===== src/rtl/cpa_pkg.sv =====
// shared types and constants of the compacting pool allocator
package cpa_pkg;

  localparam int unsigned SLOTS_DEF      = 64;
  localparam int unsigned POOL_BYTES_DEF = 65536;

  // beat field widths
  localparam int unsigned SIZE_W   = 17;
  localparam int unsigned HANDLE_W = 6;
  localparam int unsigned STAT_W   = 2;
  localparam int unsigned OFF_W    = 16;
  localparam int unsigned FREE_W   = 17;
  localparam int unsigned SRC_W    = 17;
  localparam int unsigned DST_W    = 16;
  localparam int unsigned LEN_W    = 17;

  localparam int unsigned S_DATA_W = 24;
  localparam int unsigned M_DATA_W = 96;
  localparam int unsigned M_USER_W = 3;

  typedef enum logic {
    REQ_ALLOC = 1'b0,
    REQ_FREE  = 1'b1
  } req_e;

  typedef enum logic [STAT_W-1:0] {
    STAT_OK       = 2'd0,
    STAT_NO_SPACE = 2'd1,
    STAT_NO_SLOT  = 2'd2,
    STAT_EMPTY    = 2'd3
  } status_e;

  typedef enum logic {
    ALU_ADD = 1'b0,
    ALU_SUB = 1'b1
  } alu_op_e;

  typedef enum logic [3:0] {
    ST_IDLE,
    ST_A_SCAN,
    ST_A_CHK,
    ST_A_BUMP,
    ST_F_CHK,
    ST_F_RD,
    ST_F_SRC,
    ST_F_LEN,
    ST_F_BUMP,
    ST_F_POOL,
    ST_F_WALK,
    ST_DONE
  } state_e;

endpackage


===== src/rtl/cpa_ram.sv =====
// generic simple dual port ram with registered read
module cpa_ram #(
  parameter int unsigned WIDTH = 16,
  parameter int unsigned DEPTH = 64
) (
  input  logic                     clk_i,
  input  logic                     we_i,
  input  logic [$clog2(DEPTH)-1:0] waddr_i,
  input  logic [WIDTH-1:0]         wdata_i,
  input  logic [$clog2(DEPTH)-1:0] raddr_i,
  output logic [WIDTH-1:0]         rdata_o
);

  logic [WIDTH-1:0] mem_q [DEPTH];
  logic [WIDTH-1:0] rdata_q;

  always_ff @(posedge clk_i) begin
    if (we_i) begin
      mem_q[waddr_i] <= wdata_i;
    end
    rdata_q <= mem_q[raddr_i];
  end

  assign rdata_o = rdata_q;

endmodule


===== src/rtl/cpa_alu.sv =====
// shared add / subtract unit with borrow out
module cpa_alu
  import cpa_pkg::*;
#(
  parameter int unsigned W = 17
) (
  input  alu_op_e      op_i,
  input  logic [W-1:0] a_i,
  input  logic [W-1:0] b_i,
  output logic [W-1:0] res_o,
  output logic         borrow_o
);

  logic [W:0] sum;

  always_comb begin
    if (op_i == ALU_SUB) begin
      sum = {1'b0, a_i} - {1'b0, b_i};
    end else begin
      sum = {1'b0, a_i} + {1'b0, b_i};
    end
  end

  // borrow only means something for a subtract
  assign res_o    = sum[W-1:0];
  assign borrow_o = (op_i == ALU_SUB) && sum[W];

endmodule


===== src/rtl/compacting_pool_allocator_core.sv =====
// top level: sequencer, slot tables and result register of the pool allocator
// A request beat either allocates a block (lowest free slot, placed at the bump
// offset) or frees one, after which every block above the freed one slides down
// by the freed size and at most one move descriptor tells an external mover what bytes to copy.
// The block takes one request at a time. An allocate scans up to the lowest free
// slot; a free walks over the offset table, which issues one read per cycle and
// adjusts one slot per cycle through the single shared adder; a refused free and
// the free of a zero-size block skip the walk. Each result sits in an output
// register, so a new request is taken while the previous result still waits
// for m_axis_tready.
// Offset and length tables are rams whose entries are only used once written.
module compacting_pool_allocator_core
  import cpa_pkg::*;
#(
  parameter int unsigned SLOTS      = SLOTS_DEF,
  parameter int unsigned POOL_BYTES = POOL_BYTES_DEF
) (
  input  logic                clk_i,
  input  logic                rst_ni,
  // request side
  input  logic                s_axis_tvalid,
  output logic                s_axis_tready,
  input  logic [S_DATA_W-1:0] s_axis_tdata,  // alloc_size[16:0], handle[22:17], pad
  input  logic                s_axis_tuser,  // req_type
  // result side
  output logic                m_axis_tvalid,
  input  logic                m_axis_tready,
  output logic [M_DATA_W-1:0] m_axis_tdata,  // granted_slot, block_offset, bytes_free,
                                             // move_source, move_dest, move_length, pad
  output logic [M_USER_W-1:0] m_axis_tuser   // status[1:0], move_valid[2]
);

  // pool arithmetic width: offsets and lengths up to the pool size
  localparam int unsigned PW  = $clog2(POOL_BYTES + 1);
  // adder width also covers the full request size field
  localparam int unsigned AW  = (PW > SIZE_W) ? PW : SIZE_W;
  localparam int unsigned SW  = $clog2(SLOTS);
  localparam int unsigned HCW = ((SW > HANDLE_W) ? SW : HANDLE_W) + 1;
  localparam logic [SW-1:0] LAST = SW'(SLOTS - 1);

  state_e              state_q, state_d;
  logic [AW-1:0]       size_q, size_d;
  logic [HANDLE_W-1:0] hdl_q, hdl_d;
  logic [SW-1:0]       idx_q, idx_d;
  logic                iss_done_q, iss_done_d;
  logic                pend_v_q, pend_v_d;
  logic [SW-1:0]       pend_idx_q, pend_idx_d;
  logic [PW-1:0]       base_q, base_d;
  logic [AW-1:0]       src_q, src_d;
  logic [AW-1:0]       len_q, len_d;
  logic [AW-1:0]       bump_q, bump_d;
  logic [AW-1:0]       pool_q, pool_d;
  logic [SLOTS-1:0]    used_q, used_d;
  status_e             stat_q, stat_d;
  logic [HANDLE_W-1:0] res_slot_q, res_slot_d;
  logic [OFF_W-1:0]    res_off_q, res_off_d;

  logic                m_valid_q, m_valid_d;
  logic [M_DATA_W-1:0] m_data_q, m_data_d;
  logic [M_USER_W-1:0] m_user_q, m_user_d;

  // shared adder
  alu_op_e       alu_op;
  logic [AW-1:0] alu_a, alu_b, alu_res;
  logic          alu_borrow;

  // slot tables
  logic          off_we, len_we;
  logic [SW-1:0] off_waddr, off_raddr, hdl_idx;
  logic [PW-1:0] off_wdata, off_rdata, len_wdata, len_rdata;

  logic s_hs;
  logic hdl_ok;
  logic out_free;
  logic has_move;

  assign s_axis_tready = (state_q == ST_IDLE);
  assign s_hs          = s_axis_tvalid && s_axis_tready;
  assign hdl_idx       = SW'(hdl_q);
  assign hdl_ok        = (HCW'(hdl_q) < HCW'(SLOTS)) && used_q[hdl_idx];
  assign out_free      = !m_valid_q || m_axis_tready;
  assign has_move      = (len_q != '0);

  cpa_alu #(.W(AW)) u_alu (
    .op_i     (alu_op),
    .a_i      (alu_a),
    .b_i      (alu_b),
    .res_o    (alu_res),
    .borrow_o (alu_borrow)
  );

  cpa_ram #(.WIDTH(PW), .DEPTH(SLOTS)) u_off_ram (
    .clk_i   (clk_i),
    .we_i    (off_we),
    .waddr_i (off_waddr),
    .wdata_i (off_wdata),
    .raddr_i (off_raddr),
    .rdata_o (off_rdata)
  );

  // length table is written on allocate and read only at the freed handle
  cpa_ram #(.WIDTH(PW), .DEPTH(SLOTS)) u_len_ram (
    .clk_i   (clk_i),
    .we_i    (len_we),
    .waddr_i (idx_q),
    .wdata_i (len_wdata),
    .raddr_i (hdl_idx),
    .rdata_o (len_rdata)
  );

  // next state
  always_comb begin
    state_d = state_q;
    case (state_q)
      ST_IDLE: begin
        if (s_hs) begin
          state_d = (req_e'(s_axis_tuser) == REQ_ALLOC) ? ST_A_SCAN : ST_F_CHK;
        end
      end
      ST_A_SCAN: begin
        if (!used_q[idx_q]) begin
          state_d = ST_A_CHK;
        end else if (idx_q == LAST) begin
          state_d = ST_DONE;
        end
      end
      ST_A_CHK:  state_d = alu_borrow ? ST_DONE : ST_A_BUMP;
      ST_A_BUMP: state_d = ST_DONE;
      ST_F_CHK:  state_d = hdl_ok ? ST_F_RD : ST_DONE;
      ST_F_RD:   state_d = (len_rdata == '0) ? ST_DONE : ST_F_SRC;
      ST_F_SRC:  state_d = ST_F_LEN;
      ST_F_LEN:  state_d = ST_F_BUMP;
      ST_F_BUMP: state_d = ST_F_POOL;
      ST_F_POOL: state_d = ST_F_WALK;
      ST_F_WALK: begin
        if (pend_v_q && (pend_idx_q == LAST)) begin
          state_d = ST_DONE;
        end
      end
      ST_DONE: begin
        if (out_free) begin
          state_d = ST_IDLE;
        end
      end
      default: state_d = ST_IDLE;
    endcase
  end

  // datapath and outputs
  always_comb begin
    size_d     = size_q;
    hdl_d      = hdl_q;
    idx_d      = idx_q;
    iss_done_d = iss_done_q;
    pend_v_d   = 1'b0;
    pend_idx_d = pend_idx_q;
    base_d     = base_q;
    src_d      = src_q;
    len_d      = len_q;
    bump_d     = bump_q;
    pool_d     = pool_q;
    used_d     = used_q;
    stat_d     = stat_q;
    res_slot_d = res_slot_q;
    res_off_d  = res_off_q;

    alu_op = ALU_ADD;
    alu_a  = '0;
    alu_b  = '0;

    off_we    = 1'b0;
    len_we    = 1'b0;
    off_waddr = idx_q;
    off_wdata = PW'(bump_q);
    len_wdata = PW'(size_q);
    off_raddr = (state_q == ST_F_WALK) ? idx_q : hdl_idx;

    m_valid_d = m_axis_tready ? 1'b0 : m_valid_q;
    m_data_d  = m_data_q;
    m_user_d  = m_user_q;

    case (state_q)
      ST_IDLE: begin
        if (s_hs) begin
          size_d     = AW'(s_axis_tdata[SIZE_W-1:0]);
          hdl_d      = s_axis_tdata[SIZE_W +: HANDLE_W];
          idx_d      = '0;
          len_d      = '0;
          res_slot_d = '0;
          res_off_d  = '0;
        end
      end
      ST_A_SCAN: begin
        if (used_q[idx_q]) begin
          if (idx_q == LAST) begin
            stat_d = STAT_NO_SLOT;
          end else begin
            idx_d = idx_q + 1'b1;
          end
        end
      end
      ST_A_CHK: begin
        // idx_q holds the lowest free slot
        alu_op = ALU_SUB;
        alu_a  = pool_q;
        alu_b  = size_q;
        if (alu_borrow) begin
          stat_d = STAT_NO_SPACE;
        end else begin
          pool_d         = alu_res;
          used_d[idx_q]  = 1'b1;
          off_we         = 1'b1;
          len_we         = 1'b1;
          stat_d         = STAT_OK;
          res_slot_d     = HANDLE_W'(idx_q);
          res_off_d      = OFF_W'(bump_q);
        end
      end
      ST_A_BUMP: begin
        alu_op = ALU_ADD;
        alu_a  = bump_q;
        alu_b  = size_q;
        bump_d = alu_res;
      end
      ST_F_CHK: begin
        if (!hdl_ok) begin
          stat_d = STAT_EMPTY;
        end
      end
      ST_F_RD: begin
        // zero-size blocks just release their slot
        base_d          = off_rdata;
        size_d          = AW'(len_rdata);
        used_d[hdl_idx] = 1'b0;
        stat_d          = STAT_OK;
      end
      ST_F_SRC: begin
        alu_op = ALU_ADD;
        alu_a  = AW'(base_q);
        alu_b  = size_q;
        src_d  = alu_res;
      end
      ST_F_LEN: begin
        alu_op = ALU_SUB;
        alu_a  = bump_q;
        alu_b  = src_q;
        len_d  = alu_borrow ? '0 : alu_res;
      end
      ST_F_BUMP: begin
        alu_op = ALU_SUB;
        alu_a  = bump_q;
        alu_b  = size_q;
        bump_d = alu_borrow ? '0 : alu_res;
      end
      ST_F_POOL: begin
        alu_op     = ALU_ADD;
        alu_a      = pool_q;
        alu_b      = size_q;
        pool_d     = alu_res;
        idx_d      = '0;
        iss_done_d = 1'b0;
      end
      ST_F_WALK: begin
        // read slot idx_q while adjusting the slot whose read was issued in the previous cycle
        if (!iss_done_q) begin
          pend_v_d   = 1'b1;
          pend_idx_d = idx_q;
          if (idx_q == LAST) begin
            iss_done_d = 1'b1;
          end else begin
            idx_d = idx_q + 1'b1;
          end
        end
        alu_op    = ALU_SUB;
        alu_a     = AW'(off_rdata);
        alu_b     = size_q;
        off_waddr = pend_idx_q;
        off_wdata = alu_borrow ? '0 : PW'(alu_res);
        off_we    = pend_v_q && used_q[pend_idx_q] && (off_rdata > base_q);
      end
      ST_DONE: begin
        if (out_free) begin
          m_valid_d = 1'b1;
          m_user_d  = {has_move, stat_q};
          m_data_d  = {
            {(M_DATA_W - LEN_W - DST_W - SRC_W - FREE_W - OFF_W - HANDLE_W){1'b0}},
            has_move ? LEN_W'(len_q) : {LEN_W{1'b0}},
            has_move ? DST_W'(base_q) : {DST_W{1'b0}},
            has_move ? SRC_W'(src_q) : {SRC_W{1'b0}},
            FREE_W'(pool_q),
            res_off_q,
            res_slot_q
          };
        end
      end
      default: begin
      end
    endcase
  end

  always_ff @(posedge clk_i or negedge rst_ni) begin
    if (!rst_ni) begin
      state_q    <= ST_IDLE;
      iss_done_q <= 1'b0;
      pend_v_q   <= 1'b0;
      bump_q     <= '0;
      pool_q     <= AW'(POOL_BYTES);
      used_q     <= '0;
      m_valid_q  <= 1'b0;
    end else begin
      state_q    <= state_d;
      iss_done_q <= iss_done_d;
      pend_v_q   <= pend_v_d;
      bump_q     <= bump_d;
      pool_q     <= pool_d;
      used_q     <= used_d;
      m_valid_q  <= m_valid_d;
    end
  end

  // payload registers
  always_ff @(posedge clk_i) begin
    size_q     <= size_d;
    hdl_q      <= hdl_d;
    idx_q      <= idx_d;
    pend_idx_q <= pend_idx_d;
    base_q     <= base_d;
    src_q      <= src_d;
    len_q      <= len_d;
    stat_q     <= stat_d;
    res_slot_q <= res_slot_d;
    res_off_q  <= res_off_d;
    m_data_q   <= m_data_d;
    m_user_q   <= m_user_d;
  end

  assign m_axis_tvalid = m_valid_q;
  assign m_axis_tdata  = m_data_q;
  assign m_axis_tuser  = m_user_q;

endmodule


===== config.mk =====
export PLATFORM = sky130hd
export DESIGN_NAME = compacting_pool_allocator_core
export DESIGN_NICKNAME = d
export VERILOG_FILES = /design/src/rtl/cpa_pkg.sv /design/src/rtl/cpa_ram.sv /design/src/rtl/cpa_alu.sv /design/src/rtl/compacting_pool_allocator_core.sv
export SDC_FILE = /design/constraint.sdc
export NUM_CORES = 2
export LEC_CHECK = 0
export BUFFER_PORTS_ARGS = -buffer_cell sky130_fd_sc_hd__buf_2
export CORE_ASPECT_RATIO = 1.2
export CORE_MARGIN = 2
export CORE_UTILIZATION = 45
export DETAILED_ROUTE_END_ITERATION = 10
export MAX_ROUTING_LAYER = met4
export PLACE_DENSITY = 0.61
export SLEW_MARGIN = 20
export SYNTH_ARGS = -nofsm -noshare
export SYNTH_HDL_FRONTEND = slang
export SYNTH_SLANG_ARGS = --single-unit

===== constraint.sdc =====
create_clock -name clk_i -period 9.25 [get_ports clk_i]
set_input_delay 1.85 -clock clk_i [delete_from_list [all_inputs] [get_ports clk_i]]
set_output_delay 1.85 -clock clk_i [all_outputs]
set_load 0.005 [all_outputs]

=== After elaboration in Yosys (flattened, before gate mapping) ===
Memory sizes are Yosys's and may differ from the RTL's. A register that Yosys moved wholly into a read port is not among the register bits.
Cells that the tools add are included.

* Flip-flop bits (word level): 307
* Memory bits (writable): 2176
* Memories: 2

* Add/sub/neg operators: 3
* Order comparisons: 6
* Bitwise logic cells: 4
* Multiplexer cells: 67
* Eq/ne operators: 22
* Reduce and logical (&&, ||, !) cells: 36

{| class="wikitable"
|+ Memory list
! name !! depth !! width !! read ports !! clocked after Yosys merged registers in !! write ports !! line !! RTL
|-
| u_len_ram.mem_q || 64 || 17 || 1 || 1 || 1 || cpa_ram.sv:14 || <nowiki>logic [WIDTH-1:0] mem_q [DEPTH];</nowiki>
|-
| u_off_ram.mem_q || 64 || 17 || 1 || 1 || 1 || cpa_ram.sv:14 ||
|}

{| class="wikitable"
|+ Operator list
! kind !! count
|-
| 17-bit case mux with 2 select lines || 5
|-
| 64-bit case mux with 2 select lines || 1
|-
| 17-bit 2-to-1 mux || 5
|-
| 17-bit case mux with 4 select lines || 1
|-
| 64-bit bitwise AND || 1
|-
| 64-bit 2-to-1 mux || 1
|-
| 64-bit NOT || 1
|-
| 64-bit bitwise OR || 1
|-
| 4-bit case mux with 12 select lines || 1
|-
| 6-bit 2-to-1 mux || 7
|-
| 16-bit 2-to-1 mux || 2
|-
| 4-bit 2-to-1 mux || 8
|-
| 16-bit case mux with 2 select lines || 1
|-
| 6-bit case mux with 4 select lines || 1
|-
| 6-bit by 7-bit less-than comparator with 1-bit output (second input constant) || 3
|-
| 1-bit 2-to-1 mux || 20
|-
| 17-bit by 17-bit adder with 18-bit output || 1
|-
| 1-bit binary-select mux with 6-bit select || 3
|-
| 18-bit 2-to-1 mux || 1
|-
| 17-bit by 17-bit subtractor with 18-bit output || 1
|-
| 17-bit greater-than comparator || 1
|-
| 17-bit logical NOT || 1
|-
| 17-bit nonzero test || 1
|-
| 4-bit by 3-bit == test with 1-bit output (second input constant) || 4
|-
| 29 further kinds || 66
|}

=== Longest topological paths before layout ===
* Depth in word-level cells: 10
* Gate-level depth with buffers: 21
* Depth with buffers taken out: 17

=== Hierarchy ===
Synthesis repeated with hierarchy kept, for this count alone.

* Cells, all modules: 5332
* Area, all modules: 100620.3 um2

{| class="wikitable"
|+ Modules (own cells, without submodules)
! module !! cells an instance !! seq. area each (um2) !! instances !! area an instance (um2)
|-
| cpa_ram at u_len_ram || 1953 || 33011.7 || 1 || 42350.6
|-
| cpa_ram at u_off_ram || 1953 || 33011.7 || 1 || 42344.4
|-
| compacting_pool_allocator_core || 1245 || 8694.6 || 1 || 14695.3
|-
| cpa_alu || 181 || 0.0 || 1 || 1229.9
|}

=== Worst setup path after synthesis ===
No wires, ideal clock.

* Path type: input-to-reg
* Start point: input port m_axis_tready
* End point: register m_data_q[0], in the netlist m_axis_tdata[0], enable pin
* Stages: 2
* Setup time: 0.655 ns
* Setup slack: 0.473 ns
* Arrival: 8.122 ns
* Cells stage by stage: nor2b_1 -> nor3_1

* Cells in the longest elaborated chain, start to end: 2

{| class="wikitable"
|+ Ends and longest elaborated chain
! item !! line !! RTL
|-
| from (decl) || compacting_pool_allocator_core.sv:27 || <nowiki>input logic m_axis_tready,</nowiki>
|-
| 1-bit logical OR || compacting_pool_allocator_core.sv:81 || <nowiki>assign out_free = !m_valid_q || m_axis_tready;</nowiki>
|-
| 2-bit AND reduction (no line) || -- ||
|-
| to (signal assigned) || compacting_pool_allocator_core.sv:333 || <nowiki>m_data_q <= m_data_d;</nowiki>
|-
| to (decl) || compacting_pool_allocator_core.sv:59 || <nowiki>logic [M_DATA_W-1:0] m_data_q, m_data_d;</nowiki>
|}

No other way between the ends.
A chain may end at the register's enable or synchronous reset.

=== Worst setup path in the final report ===
* Start point: register state_q[0]
* End point: memory u_len_ram.mem_q[33][11] (netlist bit), enable pin

* Cells in the longest elaborated chain, start to end: 10
* Elaborated cells on any way between the ends: 22
* Those cells by class: 2 x add/sub; 7 x eq/ne; 8 x mux; 5 x reduce/logical

{| class="wikitable"
|+ Ends and longest elaborated chain
! item !! line !! RTL
|-
| from (decl) || compacting_pool_allocator_core.sv:41 || <nowiki>state_e state_q, state_d;</nowiki>
|-
| from (signal assigned) || compacting_pool_allocator_core.sv:311 || <nowiki>state_q <= state_d;</nowiki>
|-
| 4-bit == test (tied with other cells) || compacting_pool_allocator_core.sv:182 || <nowiki>case (state_q)</nowiki>
|-
| 6-bit OR reduction (no line) (tied with other cells) || -- ||
|-
| 17-bit case mux with 2 select lines / 17-bit case mux with 4 select lines (equally long branches) || compacting_pool_allocator_core.sv:182 ||
|-
| 17-bit by 17-bit adder with 18-bit output / 17-bit by 17-bit subtractor with 18-bit output (equally long branches) || cpa_alu.sv:20, cpa_alu.sv:18 ||
|-
| 18-bit 2-to-1 mux || cpa_alu.sv:17 || <nowiki>if (op_i == ALU_SUB) begin</nowiki>
|-
| 1-bit logical AND || cpa_alu.sv:26 || <nowiki>assign borrow_o = (op_i == ALU_SUB) && sum[W];</nowiki>
|-
| 1-bit 2-to-1 mux || compacting_pool_allocator_core.sv:207 || <nowiki>if (alu_borrow) begin</nowiki>
|-
| 1-bit 2-to-1 mux (*) || compacting_pool_allocator_core.sv:182 ||
|-
| 1-bit 2-to-1 mux (*) || cpa_ram.sv:18 || <nowiki>if (we_i) begin</nowiki>
|-
| 1-bit 2-to-1 mux (not written as such) (*) || cpa_ram.sv:19 || <nowiki>mem_q[waddr_i] <= wdata_i;</nowiki>
|-
| to (decl) || cpa_ram.sv:14 ||
|}

Mark *: on every way between the ends. The rest lies on a longest branch, timed or not.

==> out/summary.log <==
qor: floorplanning.top_level_ports 130
qor: critical_path.worst-path-max-fanout 21
qor: logic_synthesis.synth_simple_gate_area_share 4.36%
qor: clock_tree.root_buffer clkbuf_16
qor: timing.post-route-min-period 7.83 ns
qor: critical_path.cells_along_the_critical_path clkinv_1 -> nor2_1 -> nand2_1 -> nand2_1 -> nand2_1 -> nand2_1 -> a21boi_0 -> ha_1 -> nand2b_1 -> a21oi_1 -> a41o_1 -> a22o_1 -> or4b_1 -> nand2_1 -> or3_1 -> buf_4 -> nor2_2
qor: floorplanning.die_area 220000 um2
qor: critical_path.cpMaxStageDelayCell nor2_2
qor: floorplanning.num_rows 187
qor: floorplanning.starting_density_of_the_core 45.1%
qor: power.vdd_drop_max 0.451 mV
qor: clock_tree.tritoncts done
qor: grt.grt.total_usage 24.8%
qor: timing.final_critical_path_setup_slack 1.42 ns
qor: clock_tree.clock_tree.buffer_depth 4
qor: logic_synthesis.synth-compound-area-share 9.26%
qor: logic_synthesis.synth-edff-count 2378
qor: logic_synthesis.netlist-cell-type-count 88
qor: job.cap_violations 0
qor: clock_tree.cts_setup_buffers 0
qor: hold_path.startpoint_of_the_lowest_slack_hold_path res_off_q[7]
qor: place.place_inst 8348
qor: logic_synthesis.arithmetic_cell_share_of_the_synthesized_area_counting_full_adders_half_adders_and_majority_gates 0.493%
qor: finish.instances_no_fill 8819
qor: critical_path.setup.worst_path.class flop to flop
qor: grt.globalRouteOverflowTotal 0
qor: logic_synthesis.muxShareOfSynthArea 7.06%
qor: timing.worst_slew_margin_rel 22.6%
qor: detailed_routing.drc 0
qor: power.power.density 318 nW/um2
qor: logic_synthesis.yosys_warnings 0
qor: detailed_routing.drt_first_pass_iters 6
qor: detailed_routing.dr.first_iter.drc_count 6883
qor: critical_path.cp-start-kind flop
qor: critical_path.critical_path.n_buffers_inverters 2
qor: hold_path.whs_path_depth 0
qor: critical_path.reg2reg_from state_q[0]
qor: logic_synthesis.postSynthRegisterBits 2517
qor: finish.layout.filler_cells 17500
qor: grt.grt_antenna_before_repair 10
qor: timing.fmax 128 MHz
qor: clock_tree.htreeDepth 5
qor: critical_path.cp_top_family simple AND/OR/NAND/NOR gates
qor: critical_path.timing.reg2reg.worst_path_depth 17
qor: detailed_routing.vias 54600
qor: finish.layout.cells.most_common edfxtp_1
qor: logic_synthesis.postSynth.asyncResetShare 4.17%
qor: clock_tree.cts_resized 0
qor: floorplanning.die_width 429 um
qor: timing.slew_viol_final 0
qor: logic_synthesis.synth_ff_type edfxtp_1
qor: logic_synthesis.mappedNetlistArea 97400 um2
qor: finish.final_design_area_no_fill 111000 um2
qor: finish.drive_gt1_share 18.4%
qor: hold_path.hold_path.class flop to flop
qor: detailed_routing.detail-route-antenna-nets 0
qor: clock_tree.worst_skew_pair.late_latency 0.94 ns
qor: detailed_routing.postRouteWirelength 270000 um
qor: critical_path.r2r-end u_len_ram.mem_q[33][11]
qor: outcome.outcome completed
qor: clock_tree.tritoncts_buffers 274
qor: critical_path.rrSetupSlack 1.42 ns
qor: grt.grt_pass1_vias 53400
qor: hold_path.worst_hold_path.endpoint m_axis_tdata[13]
qor: place.dpl_worst_slack 1.55 ns
qor: critical_path.worst_path_most_repeated_cell nand2_1
qor: clock_tree.cts.hold.buffers_added 0
qor: critical_path.critical_path.max_stage_delay 0.89 ns
qor: finish.syn_to_final_growth 13.6%
qor: detailed_routing.viasPerCell 6.19
qor: grt.pin_count_of_the_biggest_net_entering_global_routing 122
qor: finish.layout.cells.most_common_list edfxtp_1, a22oi_1, nand2_1
qor: power.p_leak 0.0355 uW
qor: critical_path.endpoint_kind flop
qor: logic_synthesis.post_synth.cell_area_avg 17.6 um2
qor: timing.final-hold-violation-count 0
qor: timing.timing.final.crit_share 84.7%
qor: clock_tree.clock_sinks 2517
qor: place.routabilityCongestion 0.942
qor: timing.finalSetupViolCount 0
qor: floorplanning.design.core.area 216000 um2
qor: logic_synthesis.synthesis.instances 5548
qor: timing.timing.clock.skew 0.0515 ns
qor: floorplanning.die_height 514 um
qor: critical_path.required 9.77 ns
qor: logic_synthesis.synth_sequential_area_ratio 76.7%
qor: place.dpl.hpwl 159000 um
qor: timing.worst-slew-pin-transition 1.16 ns
qor: place.post_dp_cell_area 102000 um2
qor: timing.totalNegativeSetupSlack 0 ns
qor: finish.finish.net_count 5856
qor: place.portbufs 121
qor: logic_synthesis.synthXorXnorAreaFrac 0.270%
qor: detailed_routing.route.detailed.wl_per_inst 30.6 um
qor: logic_synthesis.combinational_family_with_the_most_area_after_synthesis compound AO/OA/AOI/OAI gates
qor: critical_path.arrival_time_worst_endpoint 8.35 ns
qor: timing.setup_repair_after_global_routing_missed_its_margin no
qor: clock_tree.clk_pin_slew 0.06 ns
qor: grt.grt_pass1_wl 385000 um
[cell families (layout without fill, tap and decap cells)]
kind of cell,Yosys count,after routing
adder cells (fa/ha/maj),38,38
buffers and inverters,421,846
XOR/XNOR,30,30
AO/OA/AOI/OAI,1274,1274
AND/OR/NAND/NOR,912,912
flip-flops,2517,2517
other,1,12
multiplexers,355,355
[power by group]
group	internal (uW)	switching, uW
clock	6040	4230
combinational	2660	6880
sequential	14900	517
total	23600	11600
[worst max path at each step]
stage	slack [ns]	endpoint	cells after the start	start
after floorplan	0.47	m_axis_tdata[0]	2	m_axis_tready
after global placement	1.62	u_len_ram.mem_q[33][2]	17	state_q[0]
after detailed placement	1.55	u_len_ram.mem_q[33][3]	17	state_q[0]
after CTS	1.49	u_len_ram.mem_q[33][11]	17	state_q[0]
after global routing	1.0	u_len_ram.mem_q[33][11]	17	state_q[0]
final	1.42	u_len_ram.mem_q[33][11]	17	state_q[0]
[cells in the mapped netlist, types with 34 or more instances]
library cell	number	area share, %
ha_1	36	0.46
nand2_1	363	1.4
nor2_1	211	0.81
a22oi_1	389	3.0
buf_1	51	0.20
a31oi_1	140	0.90
clkbuf_1	222	0.86
nand4_1	67	0.43
a221oi_1	119	1.1
edfxtp_1	2378	73
dfrtp_1	104	2.7
o21ai_0	178	0.91
mux4_2	261	6.0
buf_2	60	0.31
mux2i_1	60	0.62
dfxtp_1	34	0.70
a22o_1	131	1.2
a21oi_1	128	0.66
inv_1	53	0.20
nand3_1	66	0.34
[through the flow]
| stage | utilization [%] | total power [uW] | hold WS (ns) |
|---|---|---|---|
| floorplan | - | 21000 | 0.400 |
| global placement | 47.4 | 24900 | 0.401 |
| detailed placement | 47.4 | 25100 | 0.405 |
| CTS | 51.2 | 35300 | 0.422 |
| global route | 51.3 | 36400 | 0.431 |
| finish | 51.3 | 35200 | 0.421 |
[registers in the layout, summed over array words and instances, names as in the netlist, 4 cells and up]
register,count
u_off_ram.rdata_o,17
u_len_ram.mem_q,1088
res_off_q,16
m_axis_tdata,89
pend_idx_q,6
hdl_idx,6
base_q,17
bump_q,17
res_slot_q,6
len_q,17
u_len_ram.rdata_o,17
used_q,64
len_wdata,17
u_off_ram.mem_q,1088
idx_q,6
src_q,17
state_q,4
pool_q,17
[final cells by class]
type                    instances  area, um2  share of cell area [%]
repair buffers                324       2290                    2.07
well taps                    2835       3550                    3.21
clock inverters               120        983                   0.889
clock buffers                 345       7310                    6.61
multi-input cells            2616      21500                    19.5
diodes                          5       12.5                  0.0113
flip-flops and latches       2517      74700                    67.5
inverters                      57        214                   0.193
[layer usage]
| metal | global-route usage, % | routed length [um] | up-vias |
|---|---|---|---|
| met4 | 10.7 | 12500 | 0 |
| met3 | 3.90 | 19900 | 492 |
| met2 | 39.8 | 133000 | 2435 |
| met5 | - | 0 | - |
| met1 | 31.5 | 104000 | 28600 |
| li1 | - | - | 23200 |
No activity file was read; power rests on OpenSTA's default activity.
